$ cat src/hdl/spc_pkg.sv
package spc_pkg;

  // Design constants
  localparam int MOTOR_COUNT  = 2;
  localparam int COUNT_WIDTH  = 16;
  localparam int MOTOR_W      = (MOTOR_COUNT > 1) ? $clog2(MOTOR_COUNT) : 1;
  localparam int ERR_W        = ((COUNT_WIDTH > 16) ? COUNT_WIDTH : 16) + 1;
  localparam int SUM_W        = ERR_W + 1;
  localparam int INTEG_W      = 12;
  localparam int INTEGRAL_MAX = 3200;
  localparam int OUT_SHIFT    = 5;
  localparam int DUTY_MAX     = 100;
  localparam int QUEUE_DEPTH  = 2;

  // Item kinds
  localparam logic KIND_EDGE   = 1'b0;
  localparam logic KIND_PERIOD = 1'b1;

  // Register indexes
  localparam logic [1:0] REG_TARGET0 = 2'd0;
  localparam logic [1:0] REG_TARGET1 = 2'd1;
  localparam logic [1:0] REG_GAIN_P  = 2'd2;
  localparam logic [1:0] REG_GAIN_I  = 2'd3;

  // Decoded command held in the queue
  typedef struct packed {
    logic is_period;
    logic motor;
  } cmd_t;

  // Head of the queue as seen by the back end
  typedef struct packed {
    logic valid;
    cmd_t cmd;
  } head_t;

  // Configuration values
  typedef struct packed {
    logic [15:0] target0;
    logic [15:0] target1;
    logic [7:0]  gain_p;
    logic [7:0]  gain_i;
  } cfg_t;

endpackage

$ cat src/hdl/spc_front.sv
module spc_front (
  input  logic          clk,
  input  logic          rst_n,
  input  logic          in_valid,
  output logic          in_stall,
  input  logic          in_kind,
  input  logic          in_motor,
  output spc_pkg::head_t head,
  input  logic          pop
);
  import spc_pkg::*;

  cmd_t       entry_r [QUEUE_DEPTH];
  logic       wr_ptr_r;
  logic       wr_ptr_nxt;
  logic       rd_ptr_r;
  logic       rd_ptr_nxt;
  logic [1:0] count_r;
  logic [1:0] count_nxt;
  logic       accept;
  logic       keep;
  logic       push;
  cmd_t       cmd;

  // The queue is full when both entries hold a word.
  assign in_stall = (count_r == 2'(QUEUE_DEPTH));
  assign accept   = in_valid && !in_stall;

  // Classify the word; edges for a motor that does not exist cause nothing and are dropped.
  assign cmd.is_period = (in_kind == KIND_PERIOD);
  assign cmd.motor     = in_motor;
  assign keep          = cmd.is_period || (32'(in_motor) < MOTOR_COUNT);
  assign push          = accept && keep;

  assign head.valid = (count_r != 2'd0);
  assign head.cmd   = entry_r[rd_ptr_r];

  // Queue pointers and fill count.
  always_comb begin
    wr_ptr_nxt = wr_ptr_r;
    rd_ptr_nxt = rd_ptr_r;
    count_nxt  = count_r;
    if (push) begin
      wr_ptr_nxt = !wr_ptr_r;
    end
    if (pop) begin
      rd_ptr_nxt = !rd_ptr_r;
    end
    if (push && !pop) begin
      count_nxt = count_r + 2'd1;
    end else if (pop && !push) begin
      count_nxt = count_r - 2'd1;
    end
  end

  always_ff @(posedge clk) begin
    if (!rst_n) begin
      wr_ptr_r <= 1'b0;
      rd_ptr_r <= 1'b0;
      count_r  <= 2'd0;
    end else begin
      wr_ptr_r <= wr_ptr_nxt;
      rd_ptr_r <= rd_ptr_nxt;
      count_r  <= count_nxt;
    end
  end

  // Queue storage needs no reset.
  always_ff @(posedge clk) begin
    if (push) begin
      entry_r[wr_ptr_r] <= cmd;
    end
  end

endmodule

$ cat src/hdl/spc_back.sv
module spc_back (
  input  logic                  clk,
  input  logic                  rst_n,
  input  spc_pkg::head_t        head,
  output logic                  pop,
  input  spc_pkg::cfg_t         cfg,
  output logic                  out_valid,
  input  logic                  out_stall,
  output logic                  out_motor_index,
  output logic [6:0]            out_duty,
  output logic signed [16:0]    out_speed_error,
  output logic                  out_last
);
  import spc_pkg::*;

  localparam logic [1:0] ST_IDLE = 2'd0;
  localparam logic [1:0] ST_ERR  = 2'd1;
  localparam logic [1:0] ST_MUL  = 2'd2;
  localparam logic [1:0] ST_OUT  = 2'd3;

  logic [1:0]             state_r;
  logic [1:0]             state_nxt;
  logic [MOTOR_W-1:0]     motor_r;
  logic [MOTOR_W-1:0]     motor_nxt;
  logic [COUNT_WIDTH-1:0] tick_r [MOTOR_COUNT];
  logic [INTEG_W-1:0]     esum_r [MOTOR_COUNT];
  logic [MOTOR_W-1:0]     idx;
  logic [COUNT_WIDTH-1:0] ticks;
  logic [15:0]            target;
  logic signed [ERR_W-1:0] err;
  logic signed [SUM_W-1:0] sum;
  logic [INTEG_W-1:0]     sum_clamped;
  logic signed [ERR_W-1:0] err_r;
  logic [INTEG_W-1:0]     integ_r;
  logic [15:0]            prod_i_r;
  logic [15:0]            prod_p_r;
  logic [15:0]            raw;
  logic signed [15:0]     shifted;
  logic [6:0]             duty;
  logic                   is_last;
  logic                   out_free;
  logic                   out_valid_r;
  logic                   out_motor_r;
  logic [6:0]             out_duty_r;
  logic [16:0]            out_err_r;
  logic                   out_last_r;

  // One read port on the per-motor state: the queued edge while idle, the current motor otherwise.
  assign idx   = (state_r == ST_IDLE) ? MOTOR_W'(head.cmd.motor) : motor_r;
  assign ticks = tick_r[idx];

  assign pop      = (state_r == ST_IDLE) && head.valid;
  assign out_free = !out_valid_r || !out_stall;
  assign is_last  = (32'(motor_r) == MOTOR_COUNT - 1);

  // Error and clamped integral for the current motor.
  always_comb begin
    target = (motor_r == '0) ? cfg.target0 : cfg.target1;
    err    = $signed(ERR_W'(target)) - $signed(ERR_W'(ticks));
    sum    = $signed(SUM_W'(esum_r[idx])) + SUM_W'(err);
    if (sum < 0) begin
      sum_clamped = '0;
    end else if (sum > SUM_W'(INTEGRAL_MAX)) begin
      sum_clamped = INTEG_W'(INTEGRAL_MAX);
    end else begin
      sum_clamped = sum[INTEG_W-1:0];
    end
  end

  // Only the low 16 bits of the controller output matter, so the products are kept at 16 bits.
  always_comb begin
    raw     = prod_i_r + prod_p_r;
    shifted = $signed(raw) >>> OUT_SHIFT;
    if (shifted < 0) begin
      duty = 7'd0;
    end else if (shifted > 16'(DUTY_MAX)) begin
      duty = 7'(DUTY_MAX);
    end else begin
      duty = shifted[6:0];
    end
  end

  // Sequencer: an edge is handled in the idle cycle, a period tick walks the motors.
  always_comb begin
    state_nxt = state_r;
    motor_nxt = motor_r;
    case (state_r)
      ST_IDLE: begin
        if (head.valid && head.cmd.is_period) begin
          motor_nxt = '0;
          state_nxt = ST_ERR;
        end
      end
      ST_ERR: begin
        state_nxt = ST_MUL;
      end
      ST_MUL: begin
        state_nxt = ST_OUT;
      end
      ST_OUT: begin
        if (out_free) begin
          if (is_last) begin
            state_nxt = ST_IDLE;
          end else begin
            motor_nxt = motor_r + MOTOR_W'(1);
            state_nxt = ST_ERR;
          end
        end
      end
      default: begin
        state_nxt = ST_IDLE;
      end
    endcase
  end

  always_ff @(posedge clk) begin
    if (!rst_n) begin
      state_r <= ST_IDLE;
      motor_r <= '0;
    end else begin
      state_r <= state_nxt;
      motor_r <= motor_nxt;
    end
  end

  // Tick counters and integrals.
  always_ff @(posedge clk) begin
    if (!rst_n) begin
      for (int i = 0; i < MOTOR_COUNT; i++) begin
        tick_r[i] <= '0;
        esum_r[i] <= '0;
      end
    end else if (pop && !head.cmd.is_period) begin
      if (ticks != '1) begin
        tick_r[idx] <= ticks + COUNT_WIDTH'(1);
      end
    end else if (state_r == ST_ERR) begin
      tick_r[idx] <= '0;
      esum_r[idx] <= sum_clamped;
    end
  end

  // Arithmetic stages.
  always_ff @(posedge clk) begin
    if (state_r == ST_ERR) begin
      err_r   <= err;
      integ_r <= sum_clamped;
    end
    if (state_r == ST_MUL) begin
      prod_i_r <= 16'(cfg.gain_i * 16'(integ_r));
      prod_p_r <= 16'(cfg.gain_p * err_r[15:0]);
    end
  end

  // Output register.
  always_ff @(posedge clk) begin
    if (!rst_n) begin
      out_valid_r <= 1'b0;
    end else if (state_r == ST_OUT && out_free) begin
      out_valid_r <= 1'b1;
    end else if (!out_stall) begin
      out_valid_r <= 1'b0;
    end
  end

  always_ff @(posedge clk) begin
    if (state_r == ST_OUT && out_free) begin
      out_motor_r <= motor_r[0];
      out_duty_r  <= duty;
      out_err_r   <= err_r[16:0];
      out_last_r  <= is_last;
    end
  end

  assign out_valid       = out_valid_r;
  assign out_motor_index = out_motor_r;
  assign out_duty        = out_duty_r;
  assign out_speed_error = $signed(out_err_r);
  assign out_last        = out_last_r;

endmodule

$ cat src/hdl/encoder_pi_speed_control.sv
// Two-motor PI speed regulator. Input words are encoder edges (kind 0, with the motor
// number) or control period ticks (kind 1). An edge adds one to that motor's saturating
// tick counter and gives no result; a period tick gives one result word per motor, motor 0
// first, with last set on the final one. Words pass through a two-word queue into a
// sequencer: an edge is handled in the idle state, and a period tick is dispatched from the
// idle state and then walks, for each motor, the error and integral, gain product and output
// states, holding in the output state while the result side stalls. The configuration port is
// always ready; write it only while no period tick is being processed.
module encoder_pi_speed_control (
  input  logic               clk,
  input  logic               rst_n,
  input  logic               in_valid,
  output logic               in_stall,
  input  logic               in_kind,
  input  logic               in_motor,
  output logic               out_valid,
  input  logic               out_stall,
  output logic               out_motor_index,
  output logic [6:0]         out_duty,
  output logic signed [16:0] out_speed_error,
  output logic               out_last,
  input  logic               cfg_valid,
  output logic               cfg_ready,
  input  logic [1:0]         cfg_index,
  input  logic [15:0]        cfg_data
);
  import spc_pkg::*;

  head_t head;
  logic  pop;
  cfg_t  cfg_r;

  // Configuration registers.
  assign cfg_ready = 1'b1;

  always_ff @(posedge clk) begin
    if (!rst_n) begin
      cfg_r.target0 <= 16'd100;
      cfg_r.target1 <= 16'd100;
      cfg_r.gain_p  <= 8'd0;
      cfg_r.gain_i  <= 8'd0;
    end else if (cfg_valid && cfg_ready) begin
      case (cfg_index)
        REG_TARGET0: cfg_r.target0 <= cfg_data;
        REG_TARGET1: cfg_r.target1 <= cfg_data;
        REG_GAIN_P:  cfg_r.gain_p  <= cfg_data[7:0];
        REG_GAIN_I:  cfg_r.gain_i  <= cfg_data[7:0];
        default: ;
      endcase
    end
  end

  spc_front u_front (
    .clk      (clk),
    .rst_n    (rst_n),
    .in_valid (in_valid),
    .in_stall (in_stall),
    .in_kind  (in_kind),
    .in_motor (in_motor),
    .head     (head),
    .pop      (pop)
  );

  spc_back u_back (
    .clk             (clk),
    .rst_n           (rst_n),
    .head            (head),
    .pop             (pop),
    .cfg             (cfg_r),
    .out_valid       (out_valid),
    .out_stall       (out_stall),
    .out_motor_index (out_motor_index),
    .out_duty        (out_duty),
    .out_speed_error (out_speed_error),
    .out_last        (out_last)
  );

endmodule

$ cat config.mk
export PLATFORM = sky130hd
export DESIGN_NAME = encoder_pi_speed_control
export DESIGN_NICKNAME = d
export VERILOG_FILES = /design/src/hdl/spc_pkg.sv /design/src/hdl/spc_front.sv /design/src/hdl/spc_back.sv /design/src/hdl/encoder_pi_speed_control.sv
export SDC_FILE = /design/constraint.sdc
export NUM_CORES = 1
export LEC_CHECK = 0
export ABC_CLOCK_PERIOD_IN_PS = 5800
export BUFFER_PORTS_ARGS = -buffer_cell sky130_fd_sc_hd__buf_4
export CORE_ASPECT_RATIO = 1.4
export CORE_MARGIN = 5
export CORE_UTILIZATION = 58
export DETAILED_ROUTE_END_ITERATION = 8
export GPL_ROUTABILITY_DRIVEN = 0
export PLACE_DENSITY_LB_ADDON = 0.2
export SLEW_MARGIN = 40
export SYNTH_ARGS = -nofsm -noshare
export SYNTH_HDL_FRONTEND = slang
export SYNTH_SLANG_ARGS = --single-unit
$ cat constraint.sdc
create_clock -name clk -period 5.8 [get_ports clk]
set_input_delay 0.58 -clock clk [delete_from_list [all_inputs] [get_ports clk]]
set_output_delay 0.58 -clock clk [all_outputs]
set_load 0.005 [all_outputs]
==> results.json, run 1 <==
{
  "drv_slew": 0,
  "routed_wl_um": 38400,
  "initialDrtViolationCount": 754,
  "synth_top_area_cell": "edfxtp_1",
  "hp-class": "in -> reg",
  "worst_pin_slew_ps": 891,
  "dpl.hpwl_um": 29300,
  "p_per_area_mw_per_mm2": 437,
  "grt-ovfl-total": 0,
  "fin_nets": 1893,
  "die_h_um": 206,
  "htree_levels": 1,
  "synth_fp_nets": 1856,
  "cap_violations": 0,
  "slew_headroom_pct": 40.1,
  "crit_arrival_ps": 5760,
  "ant_nets": 0,
  "vias": 11790,
  "required_ps": 6070,
  "fin_crit_ps": 5500,
  "timing.final.hold_violations": 0,
  "coreArea_sq_mm": 0.0270,
  "grt_max_degree": 66,
  "clock_sinks": 203,
  "ys_seq_area_share_pct": 34.7,
  "die-area_sq_mm": 0.0309,
  "grt_use_total_pct": 25.4,
  "netlist.area_leader.share_pct": 27.6,
  "syn-cell-area_sq_mm": 0.0159,
  "clk_path_buf_depth": 3,
  "start_util_pct": 58.9,
  "async_reset_ff_share_pct": 0,
  "cp-start-kind": "register",
  "antenna_found_initial": 0,
  "max_freq_mhz": 182,
  "yosysWarnings": 0,
  "layout-drive-gt1-share_pct": 10.1,
  "final_cell_mix": "nand2_1, inv_1, edfxtp_1",
  "io_buffers": 52,
  "crit_fanout": 15,
  "syn-mean-instance-area_sq_um": 9.85,
  "area_growth_pct": 9.76,
  "cts_buffers": 22,
  "utilization_pct": 64.7,
  "cts_tree": "done",
  "syn_inst": 1615,
  "status": "completed",
  "num_io_pins": 54,
  "drt_pre_antenna_iters": 5,
  "cts_root_buf": "clkbuf_16",
  "criticalPathCategory": "reg -> reg",
  "layout_commonest_cell": "nand2_1",
  "routedWlPerCell_um": 18.9,
  "diodes": 0,
  "vdd_drop_max_v": 0.000355,
  "ys.flop_type": "edfxtp_1",
  "grt_pass1_wl_um": 62400,
  "viasPerCell": 5.80,
  "setup_tns_ps": 0,
  "synth_cell_types": 77,
  "synth_area_leaders": "edfxtp_1, fa_1, ha_1",
  "rows": 71,
  "insertion_delay_ps": 540,
  "ys_ff_latch": 203,
  "clk_pin_slew_ps": 60,
  "finalSetupViolCount": 0,
  "synth-edff-count": 146,
  "finalClockSkew_ps": 34.2,
  "chipWidth_um": 150,
  "drc": 0,
  "fin_crit_sh_pct": 94.8,
  "first_global_vias": 12436,
  "endpoint_kind": "register",
  "p_leak_uw": 0.00759
}
[cell usage after synthesis (5+ instances only)]
master,count
a31oi_1,6
o211a_1,5
or4_1,5
inv_1,163
xnor2_1,58
and2_1,95
edfxtp_1,146
o41ai_1,5
a211oi_1,9
o31a_1,9
ha_1,99
nand3_1,29
mux2_2,18
or3_1,6
nor4_2,9
mux2i_1,37
nand2b_1,18
nand2_1,253
o211ai_1,15
fa_1,117
nand4_1,8
or2_2,7
nor4_1,7
dfxtp_1,57
o21ai_0,38
nor2_1,83
o21a_1,9
clkbuf_1,45
a21oi_1,40
buf_2,6
a21boi_0,38
a21o_1,13
xor2_1,17
nor3_1,23
nor2b_1,32
and3_1,14
[per-stage QoR]
stage	hold WS, ps	instances	setup slack [ps]	power (uW)	instance area (sq um)
global placement	409	1990	128	5960	16600
finish	232	2032	303	7630	17500
floorplan	400	1615	305	5040	15900
global route	219	2032	-26.6	8120	17500
detailed placement	424	1991	-170	6040	16700
CTS	214	2031	64.4	7520	17400
[routing by layer]
metal  share of wire, %  global-route usage (%)
met1                 37                    27.8
met2                 53                    47.7
met5                  0                       0
met4                6.0                    14.0
met3                4.1                    2.46
[path summary, 6_finish.rpt]
path,from,to,slack [ps],cells past startpoint
setup / recovery,register,u_back.esum_r[1][7]$_SDFFCE_PN0P_,300,22
setup reg to reg,register,u_back.esum_r[1][7]$_SDFFCE_PN0P_,300,22
hold reg to reg,u_back.err_r[16]$_DFFE_PN_,u_back.out_speed_error[16]$_DFFE_PP_,430,0
hold / removal,in_motor,u_front.entry_r[0][0]$_DFFE_PP_,230,1
[state kept, by name, summed over array words and instances (netlist names), named ones only]
register	count
cfg_r	48
u_back.tick_r	32
u_back.esum_r	24
u_back.err_r	17
u_back.out_speed_error	17
u_back.prod_i_r	16
u_back.prod_p_r	16
u_back.integ_r	12
u_back.out_duty	7
u_front.entry_r	4
u_back.state_r	2
u_front.count_r	2
u_back.is_last	1
u_back.out_motor_index	1
u_back.out_valid	1
u_front.rd_ptr_r	1
u_front.wr_ptr_r	1
[layout make-up]
cell class / instances / area [sq um]
timing repair buffer: 71 / 548
fill: 2204 / 9540
clock buffer: 28 / 619
tap: 365 / 457
clock inverter: 11 / 130
inverter: 163 / 612
sequential: 203 / 5530
multi-input combinational: 1191 / 9570
[what timing repair did]
item                       in CTS  in global routing
setup endpoints to repair      31                 36
hold buffers                    0                  0
hold endpoints to repair        0                  0
pin swaps                       0                  0
buffers inserted                1                  0
gates cloned                    0                  1
resized for setup               3                 10
[critical path, stage by stage (launching register included)]
cell,delay (ps)
dfxtp_1,350
mux2_2,410
a21oi_2,150
buf_4,170
mux2i_2,320
ha_1,330
o21a_1,200
o31a_1,140
o21ai_1,240
a21boi_2,120
o21a_1,170
nor2_1,170
xnor2_1,130
ha_1,340
o21ai_0,130
a21oi_2,230
nand3_1,120
o31ai_2,270
nor2_1,90
o21bai_1,130
a21o_1,250
mux2_4,440
o31a_1,330
[power breakdown]
| part | switching, uW | leakage, uW | internal [uW] |
|---|---|---|---|
| registers | 297 | 0.00188 | 1940 |
| logic | 2490 | 0.00534 | 1460 |
| clock network | 598 | 0.000369 | 852 |
| total | 3380 | 0.00759 | 4250 |
[kinds of logic after synthesis]
| kind of cell | count (synthesis) | share of synthesized area, % |
|---|---|---|
| AOI/OAI and AO/OA | 229 | 10.1 |
| muxes | 56 | 3.70 |
| and+or+nand+nor | 613 | 19.2 |
| buffers and inverters | 222 | 5.54 |
| other | 1 | 0.0236 |
| xor gates and xnor gates | 75 | 4.13 |
| adders and majority gates | 216 | 22.5 |
| DFF | 203 | 34.7 |
Power figures use the tool's default switching activity.
==> run 2, diff against run 1 <==
CAP_MARGIN = 20   (was not set)
REMOVE_ABC_BUFFERS = 1   (was not set)
SLEW_MARGIN = not set   (was 40)
==> run 2 against run 1 <==
First-iteration DRC count rose by 13%. Sequential power barely moved. Setup slack improved by 11 ps. Global-route usage fell by 0.82 points. Die area did not move. Largest cell class unchanged. Power fell by 0.72%. Utilization fell by 0.32 points. Critical path depth rose by 1. Clock skew fell by 8.0 ps. Clock-buffer cell count rose by 5. Final cell count fell by 0.15%. Via count fell by 0.25%.
==> results.json, run 2 (synthesized netlist as in run 1, its figures left out) <==
{
  "timing.final.hold_violations": 0,
  "clk_path_buf_depth": 3,
  "fin_nets": 1889,
  "initialDrtViolationCount": 855,
  "vias": 11760,
  "routedWlPerCell_um": 18.6,
  "die_h_um": 206,
  "area_growth_pct": 9.22,
  "num_io_pins": 54,
  "criticalPathCategory": "reg -> reg",
  "insertion_delay_ps": 530,
  "critPathMaxStageDelay_ps": 540,
  "critical-path-top-delay-family": "compound AO/OA/AOI/OAI gates",
  "largest-register": "cfg_r",
  "finalClockSkew_ps": 26.2,
  "chipWidth_um": 150,
  "worst-path-buf-inv": 3,
  "drv_slew": 0,
  "drt_pre_antenna_iters": 5,
  "setup_ws_ps": 313,
  "diodes": 0,
  "cts_tree": "done",
  "routed_wl_um": 37700,
  "crit_fanout": 30,
  "crit_arrival_ps": 5750,
  "rr_startpoint": "u_back.state_r[1]$_SDFFE_PN0P_",
  "antenna_found_initial": 0,
  "finalSetupViolCount": 0,
  "viasPerCell": 5.80,
  "largest_reg_flops": 48,
  "cp-start-kind": "register",
  "dp_slack_ps": -55.0,
  "htree_levels": 1,
  "hp-class": "in -> reg",
  "crit_start": "u_back.state_r[1]$_SDFFE_PN0P_",
  "coreArea_sq_mm": 0.0270,
  "cts_buffers": 22,
  "hold_ws_ps": 231,
  "postCtsHoldBufs": 0,
  "grt_max_degree": 66,
  "grt_use_total_pct": 24.6,
  "wl_met2_um": 20000,
  "io_buffers": 52,
  "cts_root_buf": "clkbuf_16",
  "max_freq_mhz": 182,
  "final_cell_mix": "nand2_1, inv_1, edfxtp_1",
  "layout-drive-gt1-share_pct": 9.62,
  "min_from": "in_motor",
  "ant_nets": 0,
  "p_leak_uw": 0.00753,
  "start_util_pct": 58.9,
  "rows": 71,
  "design_area_sq_mm": 0.0174,
  "worst_pin_slew_ps": 978,
  "first_global_vias": 11953,
  "fin_crit_sh_pct": 94.6,
  "drc": 0,
  "vdd_drop_max_v": 0.000299,
  "slew_headroom_pct": 34.6,
  "p_per_area_mw_per_mm2": 436,
  "postCtsSetupBuffers": 0,
  "wl_met1_um": 13900,
  "topRoutingLayerUsed": "met4",
  "layout_commonest_cell": "nand2_1",
  "status": "completed",
  "endpoint_kind": "register",
  "grt-ovfl-total": 0,
  "dpl_cell_area_sq_mm": 0.0166,
  "clk_pin_slew_ps": 70,
  "required_ps": 6070,
  "fin_crit_ps": 5490,
  "cap_violations": 0,
  "dpl.hpwl_um": 28700,
  "die-area_sq_mm": 0.0309,
  "wl_met3_um": 1760,
  "power_uw": 7580,
  "clock_sinks": 203,
  "reg_top3": "cfg_r (48), u_back.tick_r (32), u_back.esum_r (24)",
  "path_cells": "inv_1 -> ha_4 -> nor2b_2 -> a21oi_4 -> mux2i_2 -> inv_1 -> ha_1 -> fa_1 -> nand2b_1 -> nand2b_1 -> a21oi_1 -> xnor2_1 -> ha_1 -> a21oi_1 -> o221a_2 -> xnor2_1 -> or4_1 -> a22oi_1 -> a311oi_1 -> nand4_1 -> o211ai_2 -> buf_12 -> o31a_1",
  "grt_pass1_wl_um": 60100,
  "cpMaxStageDelayCell": "or4_1"
}
run 2: cell count changes in the layout (fill, tap and decap cells not counted), moves of 2 or more:
cell | previous run | this run
buf_4 | 69 | 66
clkbuf_1 | 3 | 9
clkinv_2 | 3 | 0
clkbuf_16 | 24 | 22
clkinv_4 | 4 | 1
buf_8 | 2 | 0
clkbuf_8 | 0 | 2
run 2: area by class of cell:
cell class,instances,area [sq um]
fillers,2205,9630
multi-input cells,1191,9580
flip-flops and latches,203,5530
clock buffers,33,612
inverters,163,612
repair buffers,67,515
well taps,365,457
clock inverters,7,81.3
run 2: metrics by stage:
step,cells,TNS (ps),utilization [%]
detailed placement,1988,-118,61.6
global placement,1988,0,61.6
floorplan,1556,-15890,-
finish,2029,0,64.4
CTS,2028,0,64.2
global route,2029,-40.9,64.4
run 2: repair_timing:
item,in CTS,in global routing
gates cloned,0,1
setup endpoints to repair,9,36
resized for setup,2,10
pin swaps,0,1
run 2: metal layers:
metal / global-route usage [%] / up-vias
li1: - / 5544
met1: 27.6 / 5766
met2: 45.9 / 332
met3: 2.94 / 118
met4: 11.7 / 0
met5: 0 / -
run 2: final timing paths:
path | to | slack (ps) | depth (start not counted)
setup / recovery | u_back.esum_r[0][7]$_SDFFCE_PN0P_ | 310 | 23
hold reg to reg | u_back.out_speed_error[16]$_DFFE_PP_ | 420 | 0
hold / removal | u_front.entry_r[0][0]$_DFFE_PP_ | 230 | 1
setup reg to reg | u_back.esum_r[0][7]$_SDFFCE_PN0P_ | 310 | 23
run 2: where the power goes:
part	internal (uW)	total (uW)	switching, uW	leakage, uW
clock	781	1390	604	0.000332
sequential	1940	2220	284	0.00188
combinational	1470	3970	2500	0.00532
total	4190	7580	3390	0.00753
